## config.mk

```make
export PLATFORM = sky130hd
export DESIGN_NAME = v2d_sqrt_cell
export DESIGN_NICKNAME = d
export VERILOG_FILES = /design/src/rtl/v2d_pkg.sv /design/src/rtl/v2d_sqrt_cell.sv
export SDC_FILE = /design/constraint.sdc
export NUM_CORES = 1
export LEC_CHECK = 0
export ABC_AREA = 0
export BUFFER_PORTS_ARGS = -buffer_cell sky130_fd_sc_hd__buf_2
export CORE_AREA = 2 2 207 209
export CTS_CLUSTER_DIAMETER = 40
export DETAILED_ROUTE_END_ITERATION = 6
export DIE_AREA = 0 0 209 211
export HOLD_SLACK_MARGIN = 0.12
export PLACE_DENSITY = 0.5
export SYNTH_ARGS = -nofsm -noshare
export SYNTH_HDL_FRONTEND = slang
export SYNTH_SLANG_ARGS = --single-unit
```

## constraint.sdc

```tcl
create_clock -name clock -period 8.9 [get_ports clock]
set_clock_uncertainty 0.05 [all_clocks]
set_input_delay 0.89 -clock clock [delete_from_list [all_inputs] [get_ports clock]]
set_output_delay 0.89 -clock clock [all_outputs]
set_load 0.05 [all_outputs]
```

## src/rtl/v2d_pkg.sv

```systemverilog
package v2d_pkg;

   localparam int DATA_WIDTH = 32;
   localparam int FRAC_BITS  = 16;
   localparam int MAG_W      = 2 * DATA_WIDTH;
   localparam int REM_W      = DATA_WIDTH + 2;
   localparam int NUM_W      = DATA_WIDTH + FRAC_BITS + 1;
   localparam int LATENCY    = DATA_WIDTH + NUM_W + 5;

   typedef logic [DATA_WIDTH-1:0] word_type;
   typedef logic signed [MAG_W-1:0] smag_type;
   typedef logic [MAG_W-1:0] mag_type;

   localparam word_type WORD_MAX = {1'b0, {(DATA_WIDTH-1){1'b1}}};
   localparam word_type WORD_MIN = {1'b1, {(DATA_WIDTH-1){1'b0}}};
   localparam mag_type  POS_LIM  = {{(MAG_W-DATA_WIDTH+1){1'b0}}, {(DATA_WIDTH-1){1'b1}}};
   localparam mag_type  NEG_LIM  = {{(MAG_W-DATA_WIDTH){1'b0}}, 1'b1, {(DATA_WIDTH-1){1'b0}}};
   localparam mag_type  HALF     = {{(MAG_W-FRAC_BITS){1'b0}}, 1'b1, {(FRAC_BITS-1){1'b0}}};

   typedef enum logic [2:0] {
      OP_ADD    = 3'd0,
      OP_SUB    = 3'd1,
      OP_SCALE  = 3'd2,
      OP_LENGTH = 3'd3,
      OP_NORM   = 3'd4
   } op_type;

   typedef enum logic [1:0] {
      ST_OK   = 2'd0,
      ST_SAT  = 2'd1,
      ST_ZERO = 2'd2
   } status_type;

   typedef struct packed {
      word_type val;
      logic     sat;
   } res_type;

   typedef struct packed {
      logic       vld;
      logic [2:0] op;
      word_type   rx;
      word_type   ry;
      logic       sat;
      word_type   ax;
      word_type   ay;
   } side_type;

   typedef struct packed {
      mag_type          rad;
      logic [REM_W-1:0] rem;
      word_type         root;
   } sqrt_type;

   typedef struct packed {
      word_type         rem;
      logic [NUM_W-1:0] nq;
   } lane_type;

   typedef struct packed {
      word_type den;
      lane_type x;
      lane_type y;
   } div_type;

   function automatic res_type sat_addsub(word_type a, word_type b, logic sub);
      logic [DATA_WIDTH:0] ea;
      logic [DATA_WIDTH:0] eb;
      logic [DATA_WIDTH:0] sum;
      res_type r;
      ea  = {a[DATA_WIDTH-1], a};
      eb  = {b[DATA_WIDTH-1], b};
      sum = sub ? ea - eb : ea + eb;
      r.sat = sum[DATA_WIDTH] ^ sum[DATA_WIDTH-1];
      if (r.sat) begin
         r.val = sum[DATA_WIDTH] ? WORD_MIN : WORD_MAX;
      end else begin
         r.val = sum[DATA_WIDTH-1:0];
      end
      return r;
   endfunction

   function automatic res_type sat_mag(logic neg, mag_type mag);
      res_type r;
      word_type low;
      low = mag[DATA_WIDTH-1:0];
      r.sat = 1'b0;
      if (neg) begin
         if (mag > NEG_LIM) begin
            r.val = WORD_MIN;
            r.sat = 1'b1;
         end else begin
            r.val = word_type'(-low);
         end
      end else begin
         if (mag > POS_LIM) begin
            r.val = WORD_MAX;
            r.sat = 1'b1;
         end else begin
            r.val = low;
         end
      end
      return r;
   endfunction

   function automatic res_type scale_round(smag_type p);
      logic    neg;
      mag_type mag;
      mag_type rnd;
      neg = p[MAG_W-1];
      mag = neg ? mag_type'(-p) : mag_type'(p);
      rnd = (mag + HALF) >> FRAC_BITS;
      return sat_mag(neg, rnd);
   endfunction

   function automatic lane_type div_step(lane_type l, word_type den);
      logic [DATA_WIDTH:0] sh;
      logic [DATA_WIDTH:0] diff;
      logic                ge;
      lane_type            r;
      sh   = {l.rem, l.nq[NUM_W-1]};
      diff = sh - {1'b0, den};
      ge   = sh >= {1'b0, den};
      r.rem = ge ? diff[DATA_WIDTH-1:0] : sh[DATA_WIDTH-1:0];
      r.nq  = {l.nq[NUM_W-2:0], ge};
      return r;
   endfunction

endpackage

```

## src/rtl/v2d_sqrt_cell.sv

```systemverilog
module v2d_sqrt_cell (
   input  logic               clock,
   input  logic               reset,
   input  v2d_pkg::side_type  up_side,
   input  v2d_pkg::sqrt_type  up_sq,
   output v2d_pkg::side_type  dn_side,
   output v2d_pkg::sqrt_type  dn_sq
);

   v2d_pkg::side_type side_ff;
   v2d_pkg::sqrt_type sq_ff;
   v2d_pkg::sqrt_type sq_in;

   logic [v2d_pkg::REM_W-1:0] rem_sh;
   logic [v2d_pkg::REM_W-1:0] trial;
   logic                      ge;

   always_comb begin
      rem_sh = {up_sq.rem[v2d_pkg::DATA_WIDTH-1:0], up_sq.rad[v2d_pkg::MAG_W-1 -: 2]};
      trial  = {up_sq.root, 2'b01};
      ge     = rem_sh >= trial;
      sq_in.rem  = ge ? rem_sh - trial : rem_sh;
      sq_in.root = {up_sq.root[v2d_pkg::DATA_WIDTH-2:0], ge};
      sq_in.rad  = up_sq.rad << 2;
   end

   always_ff @(posedge clock) begin
      if (reset) begin
         side_ff.vld <= 1'b0;
      end else begin
         side_ff <= up_side;
         sq_ff   <= sq_in;
      end
   end

   assign dn_side = side_ff;
   assign dn_sq   = sq_ff;

endmodule

```

=== After elaboration in Yosys (flattened, before gate mapping) ===
Index checks and enable logic that the tools add are counted.
W data, S select, Z words.

* Multiplexer cells: 1
* Order comparisons: 1
* $add $sub $neg: 1

{| class="wikitable"
|+ Operators with widths
! kind !! number
|-
| $ge A34 B34 Y1 || 1
|-
| $mux W34 || 1
|-
| $sub A34 B34 Y34 || 1
|}

* Output and inout bits: 263
* Logic and storage cells: 13
* Register bits after elaboration: 261
* Input port bits: 265

=== Depth between registers and ports, before layout ===
* Word-level depth: 2
* Mapped depth: 13
* Mapped depth without buffers: 11

=== Worst setup path before layout ===
Ideal clock, no wire load.

* Path type: input to register
* Start point: input reset
* End point: register side_ff, in the netlist dn_side[0] (enable)
* Arrival: 5897 ps
* Setup slack: 2344 ps
* Data required time: 8241 ps
* Buffers on the path: 0
* Stages on the path: 1
* Cell sequence: inv_1

{| class="wikitable"
|+ RTL lines
! element !! line !! RTL
|-
| from (decl) || v2d_sqrt_cell.sv:3 || <nowiki>input logic reset,</nowiki>
|-
| to (signal assigned) || v2d_sqrt_cell.sv:31 || <nowiki>side_ff <= up_side;</nowiki>
|-
| to (decl) || v2d_sqrt_cell.sv:10 || <nowiki>v2d_pkg::side_type side_ff;</nowiki>
|}

No word-level cell between the ends.

==> run metrics <==
final setup vio count 0; FILL cells 4,089; Tot Pwr 3.98 mW; fin. max-slew vios 0; Place WS 3.98 ns; CP top delay family simple AND/OR/NAND/NOR gates; CP arrival 4.50 ns; via count 7,835; worst path bufs/invs 3; cts hold-fix bufs 0; Synth top area share 74.1%; count of clock tree sinks 261; leakage 6.61 nW; commonest register cell after synthesis edfxtp_1; Crit path required time 9.15 ns; post-synthesis cell type count 63; row count 75; number of synthesized flops with an enable pin 260; Critical Path Slowest Stage Cell a2111oi_2; status finished clean; Final Hold Violating Endpoints 0; Num CTS Buffers 45; largest net degree at the start of global routing 177; first-pass GRT wire length 53,400 um; PnR worst setup slack 4.65 ns; Initial Util 25.2%; Placer Congestion 0.852; Area Growth Syn to Fin 44.8%; Startpoint Class primary input; final net count 1,510; Root Buffer clkbuf_16; # Post-CTS Setup Buffers 0; total track usage 17.0%; DR iter-0 viols 461; critical path endpoint category register; RSZ-0062 raised after global routing false; Worst-Margin Slew 1.04 ns; drt drc 0; synth warn 0; Vias/cell 4.37; Syn Area/Cell 16.0 um2; relative slew slack 30.9%; Routed WL 39,200 um; die area 0.0441 mm2; period utilization 47.8%; core area 0.0418 mm2; hpwl dp 31,500 um; Period minus WS final 4.25 ns; First-pass DRT Iterations 5; clock slew seen by the registers of the worst setup and hold paths 0.06 ns; post_cts resized 0; Post-Synthesis Cells 660; post-route ant nets 0; CP max FO 24; Ports 528; slowest cell delay on critical path 0.59 ns; Area contributors post-synth edfxtp_1 74%, ha_1 4.0%, mux2_4 2.6%; Pwr Density 261 mW/mm2; CTS H-tree lvls 2; Cell Area, Synth 0.0105 mm2; initial antenna violation count 29; setup tns final 0 ns; Synth async-reset ratio 0%; MaxCap Viol Count 0; share of layout cells above drive strength 1 50.5%; Synth Register Bits 261; number of port buffers 523; area of the multi-input gates 0.00242 mm2; grt total ovfl 0; register area 0.00783 mm2; sequential area share after synthesis 74.3%; CTS tree yes; fmax 0.235 GHz; CTS max path bufs 3; Crit Path Class in2reg; Die Span Y 211 um; die width 209 um; vias in the first global route 7,862; Hold Path Class in2reg; crit-path cells buf_2 -> inv_1 -> ha_1 -> nand3_1 -> nor2_1 -> o311ai_4 -> a2111oi_2 -> or4_1 -> nand3_2 -> and2_4 -> inv_4 -> mux2_2; Worst VDD drop 0.133 mV; post-synth top area cell edfxtp_1; Routed wire per std cell 21.8 um
synth_stat cells (all sizes together) (6+ instances only):
cell type  instances
nor3               9
a21o              12
o211ai             6
a21oi             33
o31ai              7
nand4             11
buf                6
xnor2             14
edfxtp           260
ha                34
mux2              22
o21ai             33
xor2              13
nand2             32
nor2              24
nand3             24
inv               47
clkbuf            15
area by class of cell:
type / count / share of cell area [%]
Clock inverter: 36 / 2.26
Tap cell: 539 / 4.42
Antenna cell: 8 / 0.131
Multi-Input combinational cell: 332 / 15.9
Inverter: 47 / 1.22
Sequential cell: 261 / 51.3
Clock buffer: 47 / 7.43
Timing Repair Buffer: 524 / 17.3
layer usage:
layer | track usage [%] | share of wire [%] | wire [um] | vias to the layer above
li1 | - | - | - | 3653
met1 | 17.3 | 35 | 13700 | 3726
met2 | 31.1 | 53 | 20700 | 359
met3 | 7.20 | 9.3 | 3630 | 93
met4 | 6.06 | 2.8 | 1090 | 4
met5 | 0 | 0.072 | 28 | -
cells by family (layout without fill, tap and decap cells):
family                   Yosys count  count (layout)  synth area share (%)
flip-flops                       261             261                  74.3
AND/OR/NAND/NOR                  121             121                  5.64
other                              1              10                0.0356
multiplexers                      23              23                  3.09
buffers and inverters             68             654                  2.67
XOR/XNOR                          27              27                  2.25
AO/OA/AOI/OAI                    125             125                  7.94
adder cells (fa/ha/maj)           34              34                  4.04
path summary, 6_finish.rpt:
check	slack, ns	end	cells past startpoint	from
worst max-delay path	4.65	dn_sq[65]	12	up_sq[8]
worst min-delay path	0.45	dn_side[113]	1	up_side[113]
registers in the layout, indices dropped and copies added, names as in the netlist:
register and count:
dn_side 133, dn_sq 128
placed cells by master (no fill, tap or decap), types with 6 or more instances in the layout:
| cell | count |
|---|---|
| a21o_1 | 12 |
| a21oi_1 | 32 |
| buf_2 | 523 |
| clkbuf_16 | 45 |
| diode_2 | 8 |
| edfxtp_1 | 260 |
| ha_1 | 34 |
| inv_1 | 45 |
| inv_6 | 9 |
| inv_8 | 7 |
| mux2_4 | 18 |
| nand2_1 | 32 |
| nand3_1 | 23 |
| nand4_1 | 11 |
| nor2_1 | 24 |
| nor3_1 | 9 |
| o211ai_1 | 6 |
| o21ai_0 | 22 |
| o21ai_1 | 11 |
| o31ai_1 | 7 |
| xnor2_1 | 14 |
| xor2_1 | 13 |
per-stage QoR:
step	util [%]	hold WS, ns	std cells	instance area [um2]
floorplan	-	0.912	661	10500
global placement	32.9	1.02	1703	13800
detailed placement	32.9	1.02	1703	13800
CTS	36.5	0.404	1786	15200
global route	36.5	0.414	1794	15200
finish	36.5	0.452	1794	15200
report_power, final:
part / switching, mW / internal, mW
registers: 0.0289 / 1.48
clock network: 0.662 / 1.01
logic: 0.597 / 0.200
Power figures use the tool's default switching activity.
