[src/rtl/v2d_pkg.sv]
package v2d_pkg;

   localparam int DATA_WIDTH = 32;
   localparam int FRAC_BITS  = 16;
   localparam int MAG_W      = 2 * DATA_WIDTH;
   localparam int REM_W      = DATA_WIDTH + 2;
   localparam int NUM_W      = DATA_WIDTH + FRAC_BITS + 1;
   localparam int LATENCY    = DATA_WIDTH + NUM_W + 5;

   typedef logic [DATA_WIDTH-1:0] word_type;
   typedef logic signed [MAG_W-1:0] smag_type;
   typedef logic [MAG_W-1:0] mag_type;

   localparam word_type WORD_MAX = {1'b0, {(DATA_WIDTH-1){1'b1}}};
   localparam word_type WORD_MIN = {1'b1, {(DATA_WIDTH-1){1'b0}}};
   localparam mag_type  POS_LIM  = {{(MAG_W-DATA_WIDTH+1){1'b0}}, {(DATA_WIDTH-1){1'b1}}};
   localparam mag_type  NEG_LIM  = {{(MAG_W-DATA_WIDTH){1'b0}}, 1'b1, {(DATA_WIDTH-1){1'b0}}};
   localparam mag_type  HALF     = {{(MAG_W-FRAC_BITS){1'b0}}, 1'b1, {(FRAC_BITS-1){1'b0}}};

   typedef enum logic [2:0] {
      OP_ADD    = 3'd0,
      OP_SUB    = 3'd1,
      OP_SCALE  = 3'd2,
      OP_LENGTH = 3'd3,
      OP_NORM   = 3'd4
   } op_type;

   typedef enum logic [1:0] {
      ST_OK   = 2'd0,
      ST_SAT  = 2'd1,
      ST_ZERO = 2'd2
   } status_type;

   typedef struct packed {
      word_type val;
      logic     sat;
   } res_type;

   typedef struct packed {
      logic       vld;
      logic [2:0] op;
      word_type   rx;
      word_type   ry;
      logic       sat;
      word_type   ax;
      word_type   ay;
   } side_type;

   typedef struct packed {
      mag_type          rad;
      logic [REM_W-1:0] rem;
      word_type         root;
   } sqrt_type;

   typedef struct packed {
      word_type         rem;
      logic [NUM_W-1:0] nq;
   } lane_type;

   typedef struct packed {
      word_type den;
      lane_type x;
      lane_type y;
   } div_type;

   function automatic res_type sat_addsub(word_type a, word_type b, logic sub);
      logic [DATA_WIDTH:0] ea;
      logic [DATA_WIDTH:0] eb;
      logic [DATA_WIDTH:0] sum;
      res_type r;
      ea  = {a[DATA_WIDTH-1], a};
      eb  = {b[DATA_WIDTH-1], b};
      sum = sub ? ea - eb : ea + eb;
      r.sat = sum[DATA_WIDTH] ^ sum[DATA_WIDTH-1];
      if (r.sat) begin
         r.val = sum[DATA_WIDTH] ? WORD_MIN : WORD_MAX;
      end else begin
         r.val = sum[DATA_WIDTH-1:0];
      end
      return r;
   endfunction

   function automatic res_type sat_mag(logic neg, mag_type mag);
      res_type r;
      word_type low;
      low = mag[DATA_WIDTH-1:0];
      r.sat = 1'b0;
      if (neg) begin
         if (mag > NEG_LIM) begin
            r.val = WORD_MIN;
            r.sat = 1'b1;
         end else begin
            r.val = word_type'(-low);
         end
      end else begin
         if (mag > POS_LIM) begin
            r.val = WORD_MAX;
            r.sat = 1'b1;
         end else begin
            r.val = low;
         end
      end
      return r;
   endfunction

   function automatic res_type scale_round(smag_type p);
      logic    neg;
      mag_type mag;
      mag_type rnd;
      neg = p[MAG_W-1];
      mag = neg ? mag_type'(-p) : mag_type'(p);
      rnd = (mag + HALF) >> FRAC_BITS;
      return sat_mag(neg, rnd);
   endfunction

   function automatic lane_type div_step(lane_type l, word_type den);
      logic [DATA_WIDTH:0] sh;
      logic [DATA_WIDTH:0] diff;
      logic                ge;
      lane_type            r;
      sh   = {l.rem, l.nq[NUM_W-1]};
      diff = sh - {1'b0, den};
      ge   = sh >= {1'b0, den};
      r.rem = ge ? diff[DATA_WIDTH-1:0] : sh[DATA_WIDTH-1:0];
      r.nq  = {l.nq[NUM_W-2:0], ge};
      return r;
   endfunction

endpackage

[src/rtl/v2d_div_cell.sv]
module v2d_div_cell (
   input  logic              clock,
   input  logic              reset,
   input  v2d_pkg::side_type up_side,
   input  v2d_pkg::div_type  up_div,
   output v2d_pkg::side_type dn_side,
   output v2d_pkg::div_type  dn_div
);

   v2d_pkg::side_type side_ff;
   v2d_pkg::div_type  div_ff;
   v2d_pkg::div_type  div_in;

   always_comb begin
      div_in.den = up_div.den;
      div_in.x   = v2d_pkg::div_step(up_div.x, up_div.den);
      div_in.y   = v2d_pkg::div_step(up_div.y, up_div.den);
   end

   always_ff @(posedge clock) begin
      if (reset) begin
         side_ff.vld <= 1'b0;
      end else begin
         side_ff <= up_side;
         div_ff  <= div_in;
      end
   end

   assign dn_side = side_ff;
   assign dn_div  = div_ff;

endmodule

[config.mk]
export PLATFORM = sky130hd
export DESIGN_NAME = v2d_div_cell
export DESIGN_NICKNAME = d
export VERILOG_FILES = /design/src/rtl/v2d_pkg.sv /design/src/rtl/v2d_div_cell.sv
export SDC_FILE = /design/constraint.sdc
export NUM_CORES = 1
export LEC_CHECK = 0
export ABC_CLOCK_PERIOD_IN_PS = 20400
export BUFFER_PORTS_ARGS = -buffer_cell sky130_fd_sc_hd__buf_2
export CAP_MARGIN = 15
export CORE_AREA = 2 2 256 258
export DETAILED_ROUTE_END_ITERATION = 6
export DIE_AREA = 0 0 258 260
export PLACE_DENSITY_LB_ADDON = 0.08
export SLEW_MARGIN = 20
export SYNTH_ARGS = -nofsm -noshare
export SYNTH_HDL_FRONTEND = slang
export SYNTH_SLANG_ARGS = --single-unit
[constraint.sdc]
create_clock -name clock -period 20.4 [get_ports clock]
set_input_delay 2.04 -clock clock [delete_from_list [all_inputs] [get_ports clock]]
set_output_delay 2.04 -clock clock [all_outputs]
set_load 0.01 [all_outputs]
* Word level (Yosys, flattened, before mapping)
Index checks and enable logic that the tools add are counted.
** Operators by class
- $add $sub $neg :: 2
- $lt $le $gt $ge :: 2
- Multiplexer cells :: 2
** Operator list (number)
- 33-bit by 32-bit greater-or-equal comparator with 1-bit output :: 2
- 32-bit two-way mux :: 2
- 32-bit subtractor :: 2
** Storage, ports and cells
- Bits in registers :: 327
- Input bits :: 329
- Output and inout port bits :: 327
- Logic and storage cells :: 18

* Logic depth before layout (Yosys ltp)
Gate-level depths: netlist of run 1.
- Depth after elaboration :: 2
- Depth in mapped cells :: 14
- Depth with buffers taken out :: 12

* Worst setup path before layout of run 1
OpenSTA, ideal clock, no wires.
- Path kind :: input port to flip-flop
- From :: in reset
- To :: reg div_ff, in the netlist dn_div[0], enable pin
- Library setup time :: 0.674 ns
- Arrival :: 8.315 ns
- Required time :: 19.726 ns
- Path slack :: 11.411 ns
- Stages :: 1
- Buffers on the path :: 0
- Path through :: inv_1
** RTL lines
- start, declared :: line v2d_div_cell.sv:3 : input logic reset,
- end signal, assigned :: line v2d_div_cell.sv:25 : div_ff <= div_in;
- end, declared :: line v2d_div_cell.sv:11 : v2d_pkg::div_type div_ff;
No word-level cell between the ends.

==> run metrics, run 1 <==
Seq/Total Area, Yosys 69.1%; FF+latch count, synth 327; fill count 6617; die height 260 um; gr usage total 16.6%; largest family of logic cells by synthesized area compound AO/OA/AOI/OAI gates; area leader, netlist edfxtp_1; RePlAce Congestion 0.821; post_cts resized 0; DP Wirelength 48000 um; HP Class input port to flip-flop; Starting Density 22.1%; first-pass GRT wire length 80000 um; Post-Layout Cell Count 2565; Synth Area in Compound Gates 11.0%; Area Growth Syn to Fin 39.7%; top_reg_cell synth edfxtp_1; count leader, synth edfxtp_1; Synth Area in Adders 5.92%; DP Area 18400 um2; setup TNS 0 ns; ANT nets after route 0; Syn Nets 1396; die width 258 um; initial antenna violation count 34; root buffer cell clkbuf_16; average instance area after synthesis 14.2 um2; wirelength, routed 58500 um; power density over the cells 95.9 nW/um2; Post-Synth Simple-Gate Area 6.77%; Worst setup SP type input port; drt first-iter violations 612; die area 67100 um2; layout cell share with drive strength beyond 1 44.2%; asr flop ratio synth 0%; Synth Warn # 0; residual DRC count 0; CTS H-tree depth 2; Post-CTS Setup Bufs 0; via count 10900; RSZ-0062 raised after global routing false; worst slew pin tran 0.951 ns; Final Cell Area 19800 um2; post-synthesis mux area share 1.27%; PortBufs 655; average wire per standard cell 22.8 um; Post-synth EDFFs 326; Final Critical Period 4.84 ns; Max IR drop VDD 52.6 uV; post-synth top area share 68.9%; Clock Tree Buf Depth 3; CTS Sinks 327; Pre-Repair DR Iteration Count 5; Core Area 64100 um2; # setup viols final 0; Crit. End Element flip-flop; I/O pin count 656; Syn Inst Count 1001; TritonCTS Buffers 43; Inst Count DP 2485; vias in the first global route 11100; library cells used by synthesis 60; vias per cell 4.25; grt total ovfl 0; CTS tree done; total of max-cap violations 0; Rel. slew slack 36.6%; largest net degree at the start of global routing 132; arrival time at the worst endpoint 5.14 ns; post-synthesis xor/xnor area fraction 3.39%; fin nets 2070; Final Cycle Share 23.7%; status finished, final reports clean; Final Hold Fails 0; crit path kind input port to flip-flop; FMAX 207 MHz; synth cell count leaders edfxtp_1 (326), a21oi_1 (87), nand2_1 (80), o21ai_0 (65), ha_1 (64); Synth Cell Area 14200 um2; top cells by area, synth edfxtp_1 (69%), ha_1 (5.6%), a21oi_1 (3.1%); worst path required time 20.70 ns; Final Max Tran Viols 0; Site Rows 93; WHS 1.65 ns; Max Fanout on Critical Path 31; hold_buf cts 0; Leakage 8.43 nW; clock slew seen by the registers of the worst setup and hold paths 0.06 ns
[through the flow]
step                setup slack, ns  power (mW)  util, %
finish                        15.56        1.90     30.9
global route                  15.41        2.00     30.9
CTS                           15.59        1.94     30.9
detailed placement            14.98        1.17     28.8
global placement              15.05        1.18     28.8
floorplan                     11.41        1.02        -
[final cells by class]
class | count | area (um2) | area share [%]
flip-flops and latches | 327 | 9810 | 49.5
clock buffers | 49 | 1100 | 5.54
well taps | 855 | 1070 | 5.39
clock inverters | 28 | 284 | 1.43
repair buffers | 661 | 3320 | 16.8
multi-input cells | 595 | 4060 | 20.5
inverters | 47 | 184 | 0.927
diodes | 3 | 7.51 | 0.0379
[worst max-delay path, cell delays in order]
cell and delay [ns]:
buf_2 0.17, inv_1 0.10, ha_1 0.30, nor2b_1 0.18
o31a_2 0.17, o22ai_2 0.11, o41a_1 0.47, nor4_4 0.33
o21ai_2 0.11, o211ai_4 0.29, buf_4 0.49, mux2_4 0.34
[final timing paths]
kind	cells after the start	startpoint	end	slack, ns
min	1	up_side[34]	dn_side[34]	1.65
max	12	up_div[163]	dn_div[158]	15.56
[cells in the final DEF (no fill, tap or decap), types with 7 or more instances in the layout]
master	instances
nand3_1	14
a21o_1	27
o21a_1	13
clkbuf_16	43
clkinvlp_4	7
a21oi_1	87
a31oi_1	9
and3_1	7
buf_2	655
nand2_1	80
inv_1	46
nor3_1	7
ha_1	64
xnor2_1	30
o21bai_1	9
nand4_1	16
mux2_4	9
edfxtp_1	326
nor2b_1	9
nor2_1	52
xor2_1	25
o21ai_0	65
[routing by layer]
layer  track usage, %  wire length (um)  up-vias
met3             6.64              5170      126
met4             4.27              1460       12
li1                 -                 -     5148
met5                0                66        -
met1             17.4             21100     5192
met2             30.8             30800      422
[cells by family after synthesis]
group           count (synthesis)
fa+ha+maj                      66
mux                            13
simple gates                  206
xor+xnor                       55
buf+inv                        79
compound gates                255
flops                         327
[registers in the layout, summed over array words and instances (netlist names)]
signal	flops
dn_side	133
dn_div	194
[report_power, final]
part,switching (mW),internal [mW],total [mW]
Combinational,0.195,0.126,0.322
Clock,0.307,0.440,0.747
Sequential,0.0161,0.816,0.832
Note: power is estimated with default switching activity, not from simulation.
==> run 2: changes to the inputs <==
--- a/config.mk
+++ b/config.mk
@@ -5,12 +5,12 @@
 export SDC_FILE = /design/constraint.sdc
 export NUM_CORES = 1
 export LEC_CHECK = 0
-export ABC_CLOCK_PERIOD_IN_PS = 20400
+export ABC_CLOCK_PERIOD_IN_PS = 4900
 export BUFFER_PORTS_ARGS = -buffer_cell sky130_fd_sc_hd__buf_2
 export CAP_MARGIN = 15
-export CORE_AREA = 2 2 256 258
+export CORE_AREA = 2 2 259 261
 export DETAILED_ROUTE_END_ITERATION = 6
-export DIE_AREA = 0 0 258 260
+export DIE_AREA = 0 0 261 263
 export PLACE_DENSITY_LB_ADDON = 0.08
 export SLEW_MARGIN = 20
 export SYNTH_ARGS = -nofsm -noshare
==> constraint.sdc (replaced) <==
create_clock -name clock -period 4.9 [get_ports clock]
set_input_delay 0.49 -clock clock [delete_from_list [all_inputs] [get_ports clock]]
set_output_delay 0.49 -clock clock [all_outputs]
set_load 0.01 [all_outputs]
==> run 2 against run 1 <==
  * Hold slack worse by 1.6 ns
  * Final area down 0.59%
  * Non-clock buffer count increased by 1
  * Sequential cell count is the same
  * Routed wire length is 1.6% higher
  * Critical path type unchanged
  * Largest cell class unchanged
==> run metrics, run 2 (synthesis results as in run 1) <==
status finished, final reports clean; clock slew seen by the registers of the worst setup and hold paths 0.06 ns (about the same); Leakage 8.38 nW (-0.64%); grt total ovfl 0 (unchanged); FMAX 305 MHz; first-pass GRT wire length 81900 um (+2.3%); vias per cell 4.26 (+0.26%); Pre-Repair DR Iteration Count 5 (unchanged); RSZ-0062 raised after global routing false; most frequent cells in the layout buf_2 (655), edfxtp_1 (326), a21oi_1 (87); wirelength, routed 59400 um (+1.6%); post-place setup slack 1.09 ns (-13.89 ns); Area Growth Syn to Fin 38.8%; Inst Count DP 2495 (+0.40%); arrival time at the worst endpoint 3.58 ns (-1.56 ns); Max IR drop VDD 213 uV (+310%); Final Critical Period 3.28 ns; Rel. slew slack 18.6% (-18 points); root buffer cell clkbuf_16; CP Cell Sequence buf_2, inv_1, ha_1, nand4_1, or4_1, o21ai_1, a2111oi_2, o211ai_4, buf_4, mux2_2; Clock Tree Buf Depth 3 (unchanged); Final Hold Fails 0 (unchanged); Worst setup SP type input port; worst slew pin tran 1.22 ns (+0.270 ns); worst path required time 5.20 ns (-15.50 ns); via count 11000 (+0.50%); layout cell share with drive strength beyond 1 43.4% (-0.84 points); drt first-iter violations 805 (+32%); RePlAce Congestion 0.864 (+5.3%); initial antenna violation count 30 (-12%); fill count 6890 (+4.1%); hold_buf cts 0 (unchanged); Max Fanout on Critical Path 32 (+3.2%); met1 wire length 22000 um (+4.5%); Post-CTS Setup Bufs 0 (unchanged); DR top layer met5; Crit. End Element flip-flop; ANT nets after route 0 (unchanged); fin util 30.0% (-0.89 points); Final Cycle Share 66.9%; PortBufs 655 (unchanged); CTS tree done; # setup viols final 0 (unchanged); Site Rows 94 (+1.1%); Post-Layout Cell Count 2571 (+0.23%); final setup margin 1.62 ns (-13.94 ns); die area 68600 um2 (+2.3%); Starting Density 21.6% (-0.51 points); Final Max Tran Viols 0 (unchanged); commonest non-fill, non-tap cell in the layout buf_2; total power 7.68 mW (+300%); slowest stage delay, CP 0.61 ns (+0.12 ns); HP Class input port to flip-flop; TritonCTS Buffers 40 (-7.0%); CTS Sinks 327 (unchanged); die height 263 um (+1.2%); largest net degree at the start of global routing 183 (+39%); CTS H-tree depth 2 (unchanged); fin nets 2068 (-0.097%); total of max-cap violations 0 (unchanged); power density over the cells 390 nW/um2 (+310%); die width 261 um (+1.2%); I/O pin count 656 (unchanged); Worst path slowest cell or4_1; WHS 0.0938 ns (-1.56 ns); DR WL met3 4970 um (-3.9%); wire length on met2 31100 um (+1.1%); DP Wirelength 49000 um (+2.0%); post_cts resized 0 (unchanged); average wire per standard cell 23.1 um (+1.3%); crit path kind input port to flip-flop; Core Area 65600 um2 (+2.4%); vias in the first global route 11200 (+1.2%); residual DRC count 0 (unchanged); gr usage total 16.7% (+0.038 points); max reg flops 194 (unchanged)
run 2: metrics by stage:
step | instance area (um2) | TNS [ns]
floorplan | 14200 | -255.11
global placement | 18500 | 0
finish | 19700 | 0
CTS | 19700 | 0
detailed placement | 18500 | 0
global route | 19700 | 0
run 2: worst paths after layout:
path / depth (start not counted) / from / slack, ns / endpoint
setup / recovery: 10 / up_div[190] / 1.62 / dn_div[134]
hold / removal: 1 / up_side[118] / 0.09 / dn_side[118]
run 2: critical path, delay by kind of cell:
kind | cells | cell delay, ns
AND/OR/NAND/NOR | 2 | 0.92
buffers and inverters | 3 | 0.60
AO/OA/AOI/OAI | 3 | 0.58
adder cells (fa/ha/maj) | 1 | 0.57
multiplexers | 1 | 0.38
run 2: where the power goes:
part / leakage (nW) / switching (mW) / internal, mW
Clock: 0.596 / 1.20 / 1.66
Sequential: 3.20 / 0.0668 / 3.40
Combinational: 4.58 / 0.827 / 0.527
Total: 8.38 / 2.10 / 5.58
run 2: cell type report:
type	count	area [um2]	share of cell area (%)
antenna	4	10.0	0.0508
clock buffer	57	1090	5.51
clock inverter	15	149	0.755
inverter	47	180	0.914
multi-input combinational	595	4060	20.6
sequential	327	9810	49.8
tap	864	1080	5.48
timing repair buffer	662	3340	17.0
run 2: layer usage:
metal  GRT usage (%)  vias to the layer above
met5               0                        -
met4            5.14                        6
met3            5.49                      101
met2            30.4                      408
met1            18.0                     5294
li1                -                     5145
